<file path="src/rtl/assert_macros.svh">
// Assertion helpers shared by the RTL files.
`ifndef ASSERT_MACROS_SVH
`define ASSERT_MACROS_SVH

// Condition must hold at every rising clock edge outside reset.
`define ASSERT_ALWAYS(lbl, clk, rst_n, cond, msg) \
  lbl: assert property (@(posedge clk) disable iff (!rst_n) (cond)) \
    else $error(msg);

// Same-cycle implication.
`define ASSERT_IMPLIES(lbl, clk, rst_n, ante, cons, msg) \
  lbl: assert property (@(posedge clk) disable iff (!rst_n) (ante) |-> (cons)) \
    else $error(msg);

// Next-cycle implication.
`define ASSERT_NEXT(lbl, clk, rst_n, ante, cons, msg) \
  lbl: assert property (@(posedge clk) disable iff (!rst_n) (ante) |=> (cons)) \
    else $error(msg);

`endif

</file>
<file path="src/rtl/bcm_pkg.sv">
`default_nettype none

package bcm_pkg;

  localparam int MaxWidth = 1024;
  localparam int ColW     = $clog2(MaxWidth);
  localparam int WidthW   = 11;
  localparam int HeightW  = 16;
  localparam int PendW    = $clog2(MaxWidth + 2);
  localparam int PixW     = 8;
  localparam int CfgDataW = 16;
  localparam int CfgIdxW  = 2;

  typedef logic [CfgIdxW-1:0] cfg_idx_t;
  localparam cfg_idx_t CfgFrameWidth  = 2'd0;
  localparam cfg_idx_t CfgFrameHeight = 2'd1;

  localparam logic [WidthW-1:0]  WidthReset  = 11'd640;
  localparam logic [WidthW-1:0]  WidthMin    = 11'd3;
  localparam logic [WidthW-1:0]  WidthMax    = WidthW'(MaxWidth);
  localparam logic [HeightW-1:0] HeightReset = 16'd480;
  localparam logic [HeightW-1:0] HeightMin   = 16'd3;

  localparam logic [PixW-1:0] PixFull = 8'd255;
  localparam logic [PixW-1:0] PixMark = 8'd127;
  localparam logic [PixW-1:0] PixZero = 8'd0;

  // Result item as held in the output queue.
  typedef struct packed {
    logic [PixW-1:0] pixel;
    logic            frame_last;
  } res_t;

  localparam int FifoDepth = 3;
  localparam int FifoPtrW  = $clog2(FifoDepth);
  localparam int FifoCntW  = $clog2(FifoDepth + 1);

endpackage

`default_nettype wire

</file>
<file path="src/rtl/bcm_out_fifo.sv">
`default_nettype none
`include "assert_macros.svh"

module bcm_out_fifo (
  input  wire logic                          clk_i,
  input  wire logic                          rst_ni,
  input  wire logic                          push_i,
  input  wire bcm_pkg::res_t                 push_data_i,
  input  wire logic                          pop_ready_i,
  output logic                               valid_o,
  output bcm_pkg::res_t                      data_o,
  output logic [bcm_pkg::FifoCntW-1:0]       count_o
);

  bcm_pkg::res_t                 store_q [bcm_pkg::FifoDepth];
  logic [bcm_pkg::FifoPtrW-1:0]  wr_ptr_q, rd_ptr_q;
  logic [bcm_pkg::FifoCntW-1:0]  cnt_q;
  logic                          full, pop, wr_en;

  assign full    = (cnt_q == bcm_pkg::FifoCntW'(bcm_pkg::FifoDepth));
  assign valid_o = (cnt_q != '0);
  assign pop     = valid_o && pop_ready_i;
  assign wr_en   = push_i && !full;
  assign data_o  = store_q[rd_ptr_q];
  assign count_o = cnt_q;

  function automatic logic [bcm_pkg::FifoPtrW-1:0] ptr_inc(
    input logic [bcm_pkg::FifoPtrW-1:0] p
  );
    if (p == bcm_pkg::FifoPtrW'(bcm_pkg::FifoDepth - 1)) begin
      return '0;
    end
    return p + 1'b1;
  endfunction

  always_ff @(posedge clk_i) begin
    if (wr_en) begin
      store_q[wr_ptr_q] <= push_data_i;
    end
  end

  always_ff @(posedge clk_i or negedge rst_ni) begin
    if (!rst_ni) begin
      wr_ptr_q <= '0;
      rd_ptr_q <= '0;
      cnt_q    <= '0;
    end else begin
      if (wr_en) begin
        wr_ptr_q <= ptr_inc(wr_ptr_q);
      end
      if (pop) begin
        rd_ptr_q <= ptr_inc(rd_ptr_q);
      end
      if (wr_en && !pop) begin
        cnt_q <= cnt_q + 1'b1;
      end else if (pop && !wr_en) begin
        cnt_q <= cnt_q - 1'b1;
      end
    end
  end

  `ASSERT_IMPLIES(a_no_overflow, clk_i, rst_ni, push_i, !full, "result queue overflow")
  `ASSERT_NEXT(a_count_track, clk_i, rst_ni, 1'b1,
    cnt_q == $past(cnt_q) + $past(push_i) - $past(pop), "queue count out of step")
  `ASSERT_NEXT(a_rd_hold, clk_i, rst_ni, !pop, $stable(rd_ptr_q), "read pointer moved")

endmodule

`default_nettype wire

</file>
<file path="config.mk">
export PLATFORM = sky130hd
export DESIGN_NAME = bcm_out_fifo
export DESIGN_NICKNAME = d
export VERILOG_FILES = /design/src/rtl/bcm_pkg.sv /design/src/rtl/bcm_out_fifo.sv
export VERILOG_INCLUDE_DIRS = /design/src /design/src/rtl
export SDC_FILE = /design/constraint.sdc
export NUM_CORES = 1
export LEC_CHECK = 0
export ABC_AREA = 1
export BUFFER_PORTS_ARGS = -buffer_cell sky130_fd_sc_hd__buf_2
export CORE_AREA = 2 2 47 58
export CTS_CLUSTER_SIZE = 8
export DETAILED_ROUTE_END_ITERATION = 8
export DIE_AREA = 0 0 49 60
export PLACE_DENSITY = 0.86
export REMOVE_ABC_BUFFERS = 1
export SLEW_MARGIN = 10
export SYNTH_ARGS = -nofsm -noshare
export SYNTH_HDL_FRONTEND = slang
export SYNTH_SLANG_ARGS = --single-unit
</file>
<file path="constraint.sdc">
create_clock -name clk_i -period 2.8 [get_ports clk_i]
set_input_delay 0.14 -clock clk_i [delete_from_list [all_inputs] [get_ports clk_i]]
set_output_delay 0.14 -clock clk_i [all_outputs]
set_load 0.1 [all_outputs]
</file>
==> impl_metrics.env <==
export IMPL_num_vias=859
export IMPL_whs_path_depth=1
export IMPL_tightest_slew_ps=756
export IMPL_grt_pass1_wl_mm=3.85
export IMPL_worstPathArrival_ps=1820
export IMPL_finalCriticalPeriod_ps=1960
export IMPL_initial_core_util_pct=54.1
export IMPL_boundaryPins=25
export IMPL_rows=20
export IMPL_setup_violations=0
export IMPL_crit_family="flip-flops"
export IMPL_ys_ff_latch=33
export IMPL_rsz0062_at_grt="false"
export IMPL_r2r_end="store_q[2][5]$_DFFE_PP_"
export IMPL_hp_start="push_data_i[8]"
export IMPL_cts_tree="built"
export IMPL_slowest_delay_ps=560
export IMPL_synthArstFlopShare_pct=18.2
export IMPL_crit_buf_inv=1
export IMPL_synth_most_common_cell="nand2_1"
export IMPL_synth_edf_count=27
export IMPL_n_antenna_cell=0
export IMPL_post_route_util_pct=65.4
export IMPL_synth_top_area_share_pct=61.7
export IMPL_r2r_cells=3
export IMPL_cts_setup_buffers=0
export IMPL_ys_seq_area_share_pct=73.1
export IMPL_wl_per_cell_um=13.2
export IMPL_path_depth=4
export IMPL_core_mm2=0.00243
export IMPL_dieArea_mm2=0.00294
export IMPL_antenna_found_initial=0
export IMPL_ys_top_cells_by_count="nand2_1 (40), edfxtp_1 (27), nand3_1 (13), inv_1 (7), dfrtp_1 (6)"
export IMPL_r2r_start="count_o[1]$_DFFE_PN0P_"
export IMPL_drc=0
export IMPL_drive_gt1_share_pct=26.2
export IMPL_nFillCells=202
export IMPL_crit_path_end_kind="primary output"
export IMPL_port_buffers=24
export IMPL_place_congestion=0.723
export IMPL_cts_buffer_depth=2
export IMPL_grt_max_degree=13
export IMPL_dp_hpwl_mm=1.64
export IMPL_firstDrtPassIters=4
export IMPL_crit_path_max_fanout=12
export IMPL_setup_tns_ps=0
export IMPL_grt_pass1_vias=869
export IMPL_critPathKind="flip-flop to primary output"
export IMPL_viasPerCell=4.83
export IMPL_area_growth_pct=20.8
export IMPL_startpoint="rd_ptr_q[1]$_DFFE_PN0P_"
export IMPL_worst_r2r_setup_slack_ps=1180
export IMPL_syn_cell_area_mm2=0.00131
export IMPL_htreeDepth=2
export IMPL_insertion_delay_ps=320
export IMPL_antenna_left=0
export IMPL_fin_crit_sh_pct=70.1
export IMPL_hold_path_class="primary input to flip-flop"
export IMPL_overflow=0
export IMPL_yosys_area_top_type="edfxtp_1"
export IMPL_grt_total_usage_pct=19.4
export IMPL_die_height_um=60
export IMPL_wirelength_mm=2.36
export IMPL_synthCells=107
export IMPL_synth_main_ff_cell="edfxtp_1"
export IMPL_required_ps=2660
export IMPL_slowest_stage="dfrtp_1"
export IMPL_relSlewSlack_pct=49.4
export IMPL_path_clk_slew_ps=90
export IMPL_clockRootBuffer="clkbuf_4"
export IMPL_finalHoldViolations=0
export IMPL_path_cells="nor2_4 > nand2_1 > nand3_1 > buf_2"
export IMPL_fmax_mhz=509
export IMPL_cts_buffers=5
export IMPL_slew_viol_final=0
export IMPL_maxCapViolCount=0
export IMPL_dieWidth_um=49
export IMPL_syn_avg_cell_area_um2=12.3
export IMPL_drt_initial_drc_count=17
export IMPL_holdPathEnd="store_q[2][8]$_DFFE_PP_"
export IMPL_critPathLaunchType="flip-flop"
export IMPL_yosys_top_cells_area="edfxtp_1 (62%), dfrtp_1 (11%), nand2_1 (11%), nand3_1 (5.0%), inv_1 (2.0%)"
export IMPL_nets=158
export IMPL_clock_sinks=33
export IMPL_ctsResizeCount=0
export IMPL_ys_types=16
export IMPL_yosys_warnings=0
export IMPL_clock_skew_ps=6.31
export IMPL_outcome="complete, no violations"
-- registers in the layout, summed over array words and instances (netlist names) --
| name | cells |
|---|---|
| count_o | 2 |
| store_q | 27 |
| wr_ptr_q | 2 |
| rd_ptr_q | 2 |
-- routing by layer --
metal  GRT usage (%)  routed length (µm)  up-vias
met3            7.75                  75        4
met1            19.3                 908      405
met5               0                   0        -
li1                -                   -      436
met2            34.1                1330       14
met4            12.2                  43        0
-- area by class of cell --
cell class                 instances  area, µm²  share of cell area, %
multi-input combinational         64        312                   19.6
tap                               33       41.3                   2.60
inverter                           9       33.8                   2.13
clock inverter                     1       3.75                  0.237
timing repair buffer              31        190                   12.0
sequential                        33        961                   60.6
clock buffer                       7       45.0                   2.84
-- logic make-up after synthesis --
family / count (synthesis) / synth area share [%]
buffers and inverters: 10 / 3.14
flip-flops: 33 / 73.1
AND/OR/NAND/NOR: 60 / 20.6
adder cells (fa/ha/maj): 1 / 0.952
AO/OA/AOI/OAI: 2 / 1.52
XOR/XNOR: 1 / 0.667
-- how the worst max path moves through the flow --
stage               slack (ps)                 endpoint
global route               690                data_o[7]
finish                     840                data_o[5]
detailed placement        1150  store_q[2][4]$_DFFE_PP_
global placement          1230                data_o[5]
floorplan                  330   count_o[1]$_DFFE_PN0P_
CTS                        820                data_o[5]
-- per-stage QoR --
stage          instance area, µm²  instances  hold WS, ps  setup slack [ps]
3_3_place_gp                 1470        163        -32.1              1230
5_1_grt                      1590        178         1.64               686
3_5_place_dp                 1470        163        -24.9              1150
4_1_cts                      1550        174         3.97               823
2_1_floorplan                1310        106         -156               330
6_report                     1590        178         29.4               836
-- what timing repair did --
action	4_1_cts	5_1_grt
setup endpoints to repair	0	0
hold endpoints to repair	12	10
hold buffers	3	4
-- layout by cell type (no fill, tap or decap) --
master	n
dfrtp_1	6
xnor2_1	1
nand2_2	2
inv_1	7
clkinv_1	1
nand3_2	1
o21ai_2	1
clkbuf_4	5
nand4_1	1
nor2_1	1
buf_2	24
clkbuf_1	2
nor2_4	2
inv_2	2
dlygate4sd3_1	7
ha_1	1
nand2_1	40
a21boi_2	1
edfxtp_1	27
nand3_1	13
Power is left out: the tool's default activity adds up to more than one toggle a clock period on the data nets, which glitch-free logic cannot reach.
